--- src/hdl/ucl_pkg.sv ---
// Shared types, widths and constants for the uniform grid cell locator.
package ucl_pkg;

  localparam int COORD_W    = 32;
  localparam int RADIUS_W   = 31;
  localparam int CELL_W     = 9;
  localparam int CFG_W      = 32;
  localparam int CFG_IDX_W  = 3;
  localparam int COUNTS_W   = 24;
  localparam int PROD_W     = 64;

  localparam int COUNT_BITS = 8;
  localparam int MAX_REACH  = 1;
  localparam int REACH_W    = $clog2(MAX_REACH + 2);

  // Bin indices saturate at plus or minus IDX_LIMIT.
  localparam int IDX_LIMIT  = 1048576;
  localparam int Q_W        = 21;
  localparam int IDX_W      = 22;

  localparam int CELL_MIN   = -128;
  localparam int CELL_MAX   = 255;

  localparam logic [CFG_W-1:0]    SCALE_RESET  = 32'd65536;
  localparam logic [CFG_W-1:0]    INV_RESET    = 32'd65536;
  localparam logic [COUNTS_W-1:0] COUNTS_RESET = 24'd65793;

  typedef enum logic [CFG_IDX_W-1:0] {
    REG_ORIGIN_X   = 3'd0,
    REG_ORIGIN_Y   = 3'd1,
    REG_ORIGIN_Z   = 3'd2,
    REG_SCALE_X    = 3'd3,
    REG_SCALE_Y    = 3'd4,
    REG_SCALE_Z    = 3'd5,
    REG_CELL_COUNT = 3'd6,
    REG_INV_WIDTH  = 3'd7
  } reg_index_t;

  typedef enum logic [2:0] {
    SEL_NONE,
    SEL_X,
    SEL_Y,
    SEL_Z,
    SEL_R
  } mul_sel_t;

  typedef enum logic [2:0] {
    S_IDLE,
    S_MUL_X,
    S_MUL_Y,
    S_MUL_Z,
    S_MUL_R,
    S_REACH,
    S_SETUP,
    S_EMIT
  } state_t;

  typedef struct packed {
    logic     capture;
    mul_sel_t mul_sel;
    logic     setup;
    logic     ins_load;
    logic     emit_load;
  } dp_ctl_t;

  typedef struct packed {
    logic is_query;
    logic empty;
    logic last_cell;
    logic out_free;
  } dp_status_t;

endpackage

--- src/hdl/ucl_ctrl.sv ---
// Sequencing state machine for the uniform grid cell locator.
module ucl_ctrl (
  input  logic               clk,
  input  logic               rst,
  input  logic               req_valid,
  output logic               req_stall,
  input  ucl_pkg::dp_status_t sts,
  output ucl_pkg::dp_ctl_t    ctl
);
  import ucl_pkg::*;

  state_t state, state_next;

  always_ff @(posedge clk) begin
    if (rst) begin
      state <= S_IDLE;
    end else begin
      state <= state_next;
    end
  end

  always_comb begin
    state_next  = state;
    ctl         = '0;
    ctl.mul_sel = SEL_NONE;
    req_stall   = (state != S_IDLE);
    unique case (state)
      S_IDLE: begin
        if (req_valid) begin
          ctl.capture = 1'b1;
          state_next  = S_MUL_X;
        end
      end
      S_MUL_X: begin
        ctl.mul_sel = SEL_X;
        state_next  = S_MUL_Y;
      end
      S_MUL_Y: begin
        ctl.mul_sel = SEL_Y;
        state_next  = S_MUL_Z;
      end
      S_MUL_Z: begin
        ctl.mul_sel = SEL_Z;
        state_next  = S_MUL_R;
      end
      S_MUL_R: begin
        ctl.mul_sel = SEL_R;
        state_next  = S_REACH;
      end
      S_REACH: begin
        state_next = S_SETUP;
      end
      S_SETUP: begin
        if (sts.is_query) begin
          ctl.setup  = 1'b1;
          state_next = sts.empty ? S_IDLE : S_EMIT;
        end else if (sts.out_free) begin
          ctl.ins_load = 1'b1;
          state_next   = S_IDLE;
        end
      end
      S_EMIT: begin
        if (sts.out_free) begin
          ctl.emit_load = 1'b1;
          if (sts.last_cell) begin
            state_next = S_IDLE;
          end
        end
      end
      default: begin
        state_next = S_IDLE;
      end
    endcase
  end

endmodule

--- src/hdl/ucl_dp.sv ---
// Datapath: configuration registers, shared multiplier, binning, ranges and result register.
module ucl_dp (
  input  logic                                    clk,
  input  logic                                    rst,
  input  logic                                    cfg_we,
  input  logic [ucl_pkg::CFG_IDX_W-1:0]           cfg_index,
  input  logic [ucl_pkg::CFG_W-1:0]               cfg_data,
  input  logic                                    cmd,
  input  logic signed [ucl_pkg::COORD_W-1:0]      coord_x,
  input  logic signed [ucl_pkg::COORD_W-1:0]      coord_y,
  input  logic signed [ucl_pkg::COORD_W-1:0]      coord_z,
  input  logic [ucl_pkg::RADIUS_W-1:0]            radius_value,
  input  ucl_pkg::dp_ctl_t                        ctl,
  output ucl_pkg::dp_status_t                     sts,
  output logic                                    rsp_valid,
  input  logic                                    rsp_stall,
  output logic signed [ucl_pkg::CELL_W-1:0]       cell_x,
  output logic signed [ucl_pkg::CELL_W-1:0]       cell_y,
  output logic signed [ucl_pkg::CELL_W-1:0]       cell_z,
  output logic                                    in_bounds,
  output logic [ucl_pkg::RADIUS_W-1:0]            radius_min,
  output logic [ucl_pkg::RADIUS_W-1:0]            radius_max,
  output logic                                    last
);
  import ucl_pkg::*;

  // Configuration registers.
  logic [CFG_W-1:0]    origin_x, origin_y, origin_z;
  logic [CFG_W-1:0]    scale_x, scale_y, scale_z;
  logic [COUNTS_W-1:0] cell_counts;
  logic [CFG_W-1:0]    inv_cell_width;

  always_ff @(posedge clk) begin
    if (rst) begin
      origin_x       <= '0;
      origin_y       <= '0;
      origin_z       <= '0;
      scale_x        <= SCALE_RESET;
      scale_y        <= SCALE_RESET;
      scale_z        <= SCALE_RESET;
      cell_counts    <= COUNTS_RESET;
      inv_cell_width <= INV_RESET;
    end else if (cfg_we) begin
      unique case (reg_index_t'(cfg_index))
        REG_ORIGIN_X:   origin_x       <= cfg_data;
        REG_ORIGIN_Y:   origin_y       <= cfg_data;
        REG_ORIGIN_Z:   origin_z       <= cfg_data;
        REG_SCALE_X:    scale_x        <= cfg_data;
        REG_SCALE_Y:    scale_y        <= cfg_data;
        REG_SCALE_Z:    scale_z        <= cfg_data;
        REG_CELL_COUNT: cell_counts    <= cfg_data[COUNTS_W-1:0];
        REG_INV_WIDTH:  inv_cell_width <= cfg_data;
      endcase
    end
  end

  // Capture: per axis the magnitude and sign of coord minus origin.
  logic signed [COORD_W:0] diff_x, diff_y, diff_z;
  logic signed [COORD_W:0] ndiff_x, ndiff_y, ndiff_z;
  logic [COORD_W-1:0]      mag_x, mag_y, mag_z;
  logic                    neg_x, neg_y, neg_z;
  logic                    is_query;
  logic [RADIUS_W-1:0]     radius;

  always_comb begin
    diff_x  = $signed({coord_x[COORD_W-1], coord_x}) -
              $signed({origin_x[COORD_W-1], origin_x});
    diff_y  = $signed({coord_y[COORD_W-1], coord_y}) -
              $signed({origin_y[COORD_W-1], origin_y});
    diff_z  = $signed({coord_z[COORD_W-1], coord_z}) -
              $signed({origin_z[COORD_W-1], origin_z});
    ndiff_x = -diff_x;
    ndiff_y = -diff_y;
    ndiff_z = -diff_z;
  end

  always_ff @(posedge clk) begin
    if (ctl.capture) begin
      is_query <= cmd;
      radius   <= radius_value;
      neg_x    <= diff_x[COORD_W];
      neg_y    <= diff_y[COORD_W];
      neg_z    <= diff_z[COORD_W];
      mag_x    <= diff_x[COORD_W] ? ndiff_x[COORD_W-1:0] : diff_x[COORD_W-1:0];
      mag_y    <= diff_y[COORD_W] ? ndiff_y[COORD_W-1:0] : diff_y[COORD_W-1:0];
      mag_z    <= diff_z[COORD_W] ? ndiff_z[COORD_W-1:0] : diff_z[COORD_W-1:0];
    end
  end

  // Shared 32 by 32 multiplier, one product a cycle, tagged with its operand.
  logic [COORD_W-1:0] mul_a;
  logic [CFG_W-1:0]   mul_b;
  logic               mul_neg;
  logic [PROD_W-1:0]  prod;
  logic               prod_neg;
  mul_sel_t           prod_sel;

  always_comb begin
    mul_a   = '0;
    mul_b   = '0;
    mul_neg = 1'b0;
    unique case (ctl.mul_sel)
      SEL_X: begin
        mul_a   = mag_x;
        mul_b   = scale_x;
        mul_neg = neg_x;
      end
      SEL_Y: begin
        mul_a   = mag_y;
        mul_b   = scale_y;
        mul_neg = neg_y;
      end
      SEL_Z: begin
        mul_a   = mag_z;
        mul_b   = scale_z;
        mul_neg = neg_z;
      end
      SEL_R: begin
        mul_a = {1'b0, radius};
        mul_b = inv_cell_width;
      end
      default: begin
        mul_a = '0;
      end
    endcase
  end

  always_ff @(posedge clk) begin
    if (rst) begin
      prod_sel <= SEL_NONE;
    end else begin
      prod_sel <= ctl.mul_sel;
    end
  end

  always_ff @(posedge clk) begin
    prod     <= mul_a * mul_b;
    prod_neg <= mul_neg;
  end

  // Floor of a signed product: round the magnitude up when the fraction is
  // nonzero on the negative side, then saturate and restore the sign.
  logic [COORD_W:0]        q_full;
  logic [Q_W-1:0]          q_sat;
  logic signed [IDX_W-1:0] idx_conv;
  logic [COORD_W:0]        r_full;
  logic [REACH_W-1:0]      reach_conv;
  logic                    frac_nz;

  always_comb begin
    frac_nz = |prod[COORD_W-1:0];
    q_full  = {1'b0, prod[PROD_W-1:COORD_W]} + (COORD_W+1)'(prod_neg & frac_nz);
    if (q_full > (COORD_W+1)'(IDX_LIMIT)) begin
      q_sat = Q_W'(IDX_LIMIT);
    end else begin
      q_sat = q_full[Q_W-1:0];
    end
    idx_conv = prod_neg ? -$signed({1'b0, q_sat}) : $signed({1'b0, q_sat});
    r_full   = {1'b0, prod[PROD_W-1:COORD_W]} + (COORD_W+1)'(frac_nz);
    if (r_full > (COORD_W+1)'(MAX_REACH)) begin
      reach_conv = REACH_W'(MAX_REACH);
    end else begin
      reach_conv = r_full[REACH_W-1:0];
    end
  end

  logic signed [IDX_W-1:0] seed [3];
  logic [REACH_W-1:0]      reach;

  always_ff @(posedge clk) begin
    unique case (prod_sel)
      SEL_X:   seed[0] <= idx_conv;
      SEL_Y:   seed[1] <= idx_conv;
      SEL_Z:   seed[2] <= idx_conv;
      SEL_R:   reach   <= reach_conv;
      default: begin
      end
    endcase
  end

  // Per-axis neighbor range, clamped to the grid, and insert bounds test.
  logic [COUNT_BITS-1:0]   cnt     [3];
  logic signed [IDX_W:0]   seed_e  [3];
  logic signed [IDX_W:0]   cnt_e   [3];
  logic signed [IDX_W:0]   lo_full [3];
  logic signed [IDX_W:0]   hi_full [3];
  logic signed [IDX_W:0]   reach_e;
  logic [2:0]              axis_empty;
  logic [2:0]              axis_in;
  logic signed [CELL_W-1:0] seed_cell [3];

  always_comb begin
    reach_e = $signed({{(IDX_W+1-REACH_W){1'b0}}, reach});
    for (int a = 0; a < 3; a++) begin
      cnt[a]     = cell_counts[8*a +: COUNT_BITS];
      seed_e[a]  = {seed[a][IDX_W-1], seed[a]};
      cnt_e[a]   = $signed({{(IDX_W+1-COUNT_BITS){1'b0}}, cnt[a]});
      lo_full[a] = seed_e[a] - reach_e;
      if (lo_full[a] < 0) begin
        lo_full[a] = '0;
      end
      hi_full[a] = seed_e[a] + reach_e;
      if (hi_full[a] > cnt_e[a] - $signed((IDX_W+1)'(1))) begin
        hi_full[a] = cnt_e[a] - $signed((IDX_W+1)'(1));
      end
      axis_empty[a] = lo_full[a] > hi_full[a];
      axis_in[a]    = (seed_e[a] >= 0) && (seed_e[a] < cnt_e[a]);
      if (seed[a] < CELL_MIN) begin
        seed_cell[a] = CELL_W'(CELL_MIN);
      end else if (seed[a] > CELL_MAX) begin
        seed_cell[a] = CELL_W'(CELL_MAX);
      end else begin
        seed_cell[a] = seed[a][CELL_W-1:0];
      end
    end
  end

  // Radius statistics of accepted inserts.
  logic                any_accepted, any_next;
  logic [RADIUS_W-1:0] smallest_radius, smallest_next;
  logic [RADIUS_W-1:0] largest_radius, largest_next;
  logic                ins_inside;

  always_comb begin
    ins_inside    = &axis_in;
    any_next      = any_accepted;
    smallest_next = smallest_radius;
    largest_next  = largest_radius;
    if (ins_inside) begin
      priority if (!any_accepted) begin
        any_next      = 1'b1;
        smallest_next = radius;
        largest_next  = radius;
      end else if (radius > largest_radius) begin
        largest_next = radius;
      end else if (radius < smallest_radius) begin
        smallest_next = radius;
      end
    end
  end

  always_ff @(posedge clk) begin
    if (rst) begin
      any_accepted    <= 1'b0;
      smallest_radius <= '0;
      largest_radius  <= '0;
    end else if (ctl.ins_load) begin
      any_accepted    <= any_next;
      smallest_radius <= smallest_next;
      largest_radius  <= largest_next;
    end
  end

  // Neighbor enumeration counters, z innermost.
  logic [COUNT_BITS-1:0] lo_y, lo_z, hi_x, hi_y, hi_z;
  logic [COUNT_BITS-1:0] cur_x, cur_y, cur_z;
  logic                  last_cell;

  assign last_cell = (cur_x == hi_x) && (cur_y == hi_y) && (cur_z == hi_z);

  always_ff @(posedge clk) begin
    if (ctl.setup) begin
      cur_x <= lo_full[0][COUNT_BITS-1:0];
      cur_y <= lo_full[1][COUNT_BITS-1:0];
      cur_z <= lo_full[2][COUNT_BITS-1:0];
      lo_y  <= lo_full[1][COUNT_BITS-1:0];
      lo_z  <= lo_full[2][COUNT_BITS-1:0];
      hi_x  <= hi_full[0][COUNT_BITS-1:0];
      hi_y  <= hi_full[1][COUNT_BITS-1:0];
      hi_z  <= hi_full[2][COUNT_BITS-1:0];
    end else if (ctl.emit_load) begin
      if (cur_z == hi_z) begin
        cur_z <= lo_z;
        if (cur_y == hi_y) begin
          cur_y <= lo_y;
          cur_x <= cur_x + 1'b1;
        end else begin
          cur_y <= cur_y + 1'b1;
        end
      end else begin
        cur_z <= cur_z + 1'b1;
      end
    end
  end

  // Result register; a new result may load as the held one is taken.
  logic out_free;

  assign out_free = !rsp_valid || !rsp_stall;

  always_ff @(posedge clk) begin
    if (rst) begin
      rsp_valid <= 1'b0;
    end else if (ctl.ins_load || ctl.emit_load) begin
      rsp_valid <= 1'b1;
    end else if (!rsp_stall) begin
      rsp_valid <= 1'b0;
    end
  end

  always_ff @(posedge clk) begin
    if (ctl.ins_load) begin
      cell_x     <= seed_cell[0];
      cell_y     <= seed_cell[1];
      cell_z     <= seed_cell[2];
      in_bounds  <= ins_inside;
      radius_min <= smallest_next;
      radius_max <= largest_next;
      last       <= 1'b1;
    end else if (ctl.emit_load) begin
      cell_x     <= $signed({{(CELL_W-COUNT_BITS){1'b0}}, cur_x});
      cell_y     <= $signed({{(CELL_W-COUNT_BITS){1'b0}}, cur_y});
      cell_z     <= $signed({{(CELL_W-COUNT_BITS){1'b0}}, cur_z});
      in_bounds  <= 1'b1;
      radius_min <= smallest_radius;
      radius_max <= largest_radius;
      last       <= last_cell;
    end
  end

  always_comb begin
    sts.is_query  = is_query;
    sts.empty     = |axis_empty;
    sts.last_cell = last_cell;
    sts.out_free  = out_free;
  end

endmodule

--- src/hdl/uniform_grid_cell_locator_core.sv ---
// Top level of the uniform grid cell locator.
// A request is taken only while the block is idle, one at a time. The three
// axis products and the search reach product share one 32 by 32 multiplier,
// one product a cycle, and the neighbor ranges are set up once the three
// indices and the reach are registered. An insert then loads its single
// result when the output register is free, and the block returns to idle. A
// query sets up its ranges and then loads one neighbor cell per cycle while
// the output register is free, up to (2*MAX_REACH+1)^3 = 27 cells, stepped by
// the enumeration counters; a query whose clamped range is empty gives no
// result and returns to idle. A result that is stalled holds the block until
// it is taken. Results sit in an output register, so a new request is taken
// while the last result still waits to be taken.
module uniform_grid_cell_locator_core (
  input  logic                                    clk,
  input  logic                                    rst,
  input  logic                                    cfg_we,
  input  logic [ucl_pkg::CFG_IDX_W-1:0]           cfg_index,
  input  logic [ucl_pkg::CFG_W-1:0]               cfg_data,
  input  logic                                    req_valid,
  output logic                                    req_stall,
  input  logic                                    cmd,
  input  logic signed [ucl_pkg::COORD_W-1:0]      coord_x,
  input  logic signed [ucl_pkg::COORD_W-1:0]      coord_y,
  input  logic signed [ucl_pkg::COORD_W-1:0]      coord_z,
  input  logic [ucl_pkg::RADIUS_W-1:0]            radius_value,
  output logic                                    rsp_valid,
  input  logic                                    rsp_stall,
  output logic signed [ucl_pkg::CELL_W-1:0]       cell_x,
  output logic signed [ucl_pkg::CELL_W-1:0]       cell_y,
  output logic signed [ucl_pkg::CELL_W-1:0]       cell_z,
  output logic                                    in_bounds,
  output logic [ucl_pkg::RADIUS_W-1:0]            radius_min,
  output logic [ucl_pkg::RADIUS_W-1:0]            radius_max,
  output logic                                    last
);
  import ucl_pkg::*;

  dp_ctl_t    ctl;
  dp_status_t sts;

  ucl_ctrl u_ctrl (
    .clk       (clk),
    .rst       (rst),
    .req_valid (req_valid),
    .req_stall (req_stall),
    .sts       (sts),
    .ctl       (ctl)
  );

  ucl_dp u_dp (
    .clk          (clk),
    .rst          (rst),
    .cfg_we       (cfg_we),
    .cfg_index    (cfg_index),
    .cfg_data     (cfg_data),
    .cmd          (cmd),
    .coord_x      (coord_x),
    .coord_y      (coord_y),
    .coord_z      (coord_z),
    .radius_value (radius_value),
    .ctl          (ctl),
    .sts          (sts),
    .rsp_valid    (rsp_valid),
    .rsp_stall    (rsp_stall),
    .cell_x       (cell_x),
    .cell_y       (cell_y),
    .cell_z       (cell_z),
    .in_bounds    (in_bounds),
    .radius_min   (radius_min),
    .radius_max   (radius_max),
    .last         (last)
  );

endmodule
--- config.mk ---
export PLATFORM = sky130hd
export DESIGN_NAME = uniform_grid_cell_locator_core
export DESIGN_NICKNAME = d
export VERILOG_FILES = /design/src/hdl/ucl_pkg.sv /design/src/hdl/ucl_ctrl.sv /design/src/hdl/ucl_dp.sv /design/src/hdl/uniform_grid_cell_locator_core.sv
export SDC_FILE = /design/constraint.sdc
export NUM_CORES = 2
export LEC_CHECK = 0
export ABC_AREA = 1
export BUFFER_PORTS_ARGS = -buffer_cell sky130_fd_sc_hd__buf_2
export CAP_MARGIN = 10
export CORE_MARGIN = 3
export CORE_UTILIZATION = 50
export CTS_BUF_LIST = sky130_fd_sc_hd__clkbuf_8
export CTS_CLUSTER_SIZE = 10
export DETAILED_ROUTE_END_ITERATION = 6
export PLACE_DENSITY = 0.75
export SLEW_MARGIN = 15
export SYNTH_ARGS = -nofsm -noshare
export SYNTH_HDL_FRONTEND = slang
export SYNTH_SLANG_ARGS = --single-unit
--- constraint.sdc ---
create_clock -name clk -period 8.7 [get_ports clk]
set_clock_uncertainty 0.15 [all_clocks]
set_input_delay 2.61 -clock clk [delete_from_list [all_inputs] [get_ports clk]]
set_output_delay 2.61 -clock clk [all_outputs]
set_load 0.005 [all_outputs]
==> metrics.cfg <==
[global_routing]
antenna_found_initial=27
grt_pass1_wl_mm=434
grt_pass1_vias=72400
track_usage=0.351
grt_max_degree=147
grt_overflow_total=0

[route]
viasPerCell=5.62
vias=72600
drt_wl_total_mm=291
wl_per_cell_um=22.6
ant_nets=0
route.detailed.drc=0
firstDrtPassIters=6
drtIter0Drc=7932

[worst_setup_path]
cp_max_fo=12
worstSetupEndpointType=flop
worst-path-buf-inv=13
cpLargestDelayFamily=adder cells
cp.arrival_ns=9.20
path_common_cell=fa_1
cp_slowest_stage_delay_ns=0.57
slowest_stage=fa_1
worst-endpoint-required_ns=9.41
path_class=flop to flop
critPathLaunchType=flop

[flow_run]
cap_violations=0

[logic_synthesis]
synth_area_leaders=fa_1 23%, edfxtp_1 13%, dfxtp_1 9.6%
synth_top_cell_area_share=0.227
synth_warnings=0
synth_nets=11900
yosysUniqueCellTypes=76
syn-mean-instance-area_um2=7.80
synth_area_mm2=0.0797
synth_edf_count=353
synthFlopType=dfxtp_1
yosysTopAreaCell=fa_1
ys_ff_latch=737
yosysSeqAreaShare=0.229
synthCells=10200
async_flop_share=0

[floorplanning]
die-area_mm2=0.164
fp-row-count=145
core_area_mm2=0.157
ios=261
die_w_um=405
start_util=0.507
die-height_um=405

[place]
place_area_mm2=0.0861
io_buffers=260
routabilityCongestion=1.04
post-place-ws_ns=-0.0112
hpwl_mm=235
dp_cells=12600

[sta]
tightest_slew_ns=1.18
max_slew_margin=0.211
fmax_ghz=0.118
min_period_ns=8.48
finalSetupViolCount=0
hold_violations=0
fin_crit_sh=0.975
fin_ws_ns=0.215
rsz0062_at_grt=true
drv_slew=0

[clocking]
root_buffer=clkbuf_8
clkTransAtPathRegs_ns=0.06
cts_buffers=136
htreeDepth=4
clockBufferDepth=3
tritoncts=built
clk_latency_ns=0.94
cts.sinks=737

[power]
p_seq_frac=0.303
switching_power_w=0.00637
leakagePower_nw=42.9
power_frac_comb=0.456
cellPowerDensity_mw_per_mm2=160
peakVddDrop_mv=0.179
power.internal_w=0.00799
p_sw_frac=0.443
clkPwrFrac=0.242

[status]
status=finished clean

[layout]
layout-drive-gt1-share=0.103
area_growth_pct=12.9
fill_cells=14400
final_cells=12900
nets=12400
final_cell_area_mm2=0.0900

[worst_hold_path]
min_path_type=flop to flop

==> power by group through the flow <==
stage                     logic [W]  clock network [W]  registers (W)
after floorplan             0.00350                  0        0.00425
after global placement      0.00606                  0        0.00440
after detailed placement    0.00613                  0        0.00440
after CTS                   0.00617            0.00353        0.00433
after global routing        0.00702            0.00369        0.00436
final                       0.00654            0.00348        0.00435
==> cell type report <==
| type | count | area, um^2 | area share |
|---|---|---|---|
| clock buffers | 152 | 2090 | 0.0232 |
| inverters | 2001 | 7600 | 0.0845 |
| repair buffers | 699 | 5430 | 0.0603 |
| diodes | 9 | 22.5 | 0.000250 |
| flip-flops and latches | 737 | 18300 | 0.203 |
| clock inverters | 98 | 687 | 0.00763 |
| well taps | 2058 | 2570 | 0.0286 |
| multi-input cells | 7151 | 53300 | 0.592 |
==> layer usage <==
layer,vias up,global-route usage,part of all wire
met5,-,0,0.00016
met4,8,0.178,0.060
met3,889,0.0839,0.10
met2,3657,0.549,0.44
met1,34900,0.453,0.39
li1,33100,-,-
==> state kept, by name, indices dropped and copies added (netlist names), 9 cells and up <==
signal,cells
u_dp.mag_y,32
u_dp.origin_y,32
u_dp.seed,66
u_dp.inv_cell_width,32
u_dp.origin_z,32
u_dp.largest_radius,31
u_dp.radius_min,31
u_dp.cell_y,9
u_dp.radius_max,31
u_dp.mag_z,32
u_dp.scale_x,32
u_dp.scale_z,32
u_dp.radius,31
u_dp.prod,64
u_dp.cell_z,9
u_dp.origin_x,32
u_dp.cell_x,9
u_dp.smallest_radius,31
u_dp.scale_y,32
u_dp.mag_x,32
u_dp.cell_counts,24
==> through the flow <==
step	utilization	hold slack [ns]	TNS, ns	power (W)
3_3_place_gp	0.547	0.290	0	0.0105
6_report	0.572	0.305	0	0.0144
3_5_place_dp	0.547	0.295	-0.0187	0.0105
5_1_grt	0.572	0.323	-0.300	0.0151
4_1_cts	0.565	0.304	0	0.0140
2_1_floorplan	-	0.269	0	0.00775
==> cells in the mapped netlist, types with 19 or more instances <==
cell / instances
nand3_1: 288
buf_2: 24
or2_2: 21
a221oi_1: 35
clkbuf_1: 295
nand2_1: 1795
clkinv_1: 25
edfxtp_1: 353
nand4_1: 134
ha_1: 602
xnor2_1: 90
o211ai_1: 25
inv_1: 1961
o21a_1: 20
xor2_1: 256
nor4_1: 38
dfxtp_1: 384
a21oi_1: 536
a22o_1: 19
o22ai_1: 42
a31oi_1: 47
nor2_1: 1413
fa_1: 905
nor3_1: 102
o21bai_1: 22
o21ai_0: 576
==> cells by family after synthesis <==
logic type	Yosys count	share of synthesized area
AO/OA/AOI/OAI	1435	0.102
XOR/XNOR	348	0.0384
adder cells (fa/ha/maj)	1507	0.322
buffers and inverters	2331	0.111
flip-flops	737	0.229
multiplexers	1	0.000126
other	1	0.0000470
AND/OR/NAND/NOR	3859	0.198
==> worst paths after layout <==
kind	startpoint	end	slack, ns	cells past startpoint
setup / recovery	u_ctrl.state[1]	u_dp.prod[56]	0.22	37
hold / removal	u_dp.inv_cell_width[17]	u_dp.inv_cell_width[17]	0.30	2
setup reg to reg	u_ctrl.state[1]	u_dp.prod[56]	0.22	37
hold reg to reg	u_dp.inv_cell_width[17]	u_dp.inv_cell_width[17]	0.30	2
==> cells in the final DEF, fill, tap and decap left out, types with 353 or more instances in the layout <==
cell type  netlist  final
a21oi_1        536    528
fa_1           905    897
ha_1           602    599
o21ai_0        576    566
edfxtp_1       353    353
nand2_1       1795   1790
inv_1         1961   1984
buf_4            1    362
dfxtp_1        384    384
nor2_1        1413   1395
==> repair_timing <==
item | in CTS | in global routing
endpoints found under the setup margin | 2 | 35
cloned | 0 | 8
pin swaps | 0 | 20
hold buffers | 0 | 0
gates resized for setup | 2 | 134
setup buffers | 0 | 51
==> worst reg2reg max path, delay by kind of cell, from the launching register on <==
kind            cells  cell delay [ns]
compound gates      7             1.27
xor+xnor            1             0.13
fa+ha+maj           9             4.35
buf+inv            13             1.66
flops               1             0.32
simple gates        7             0.55
Power figures use the tool's default switching activity.
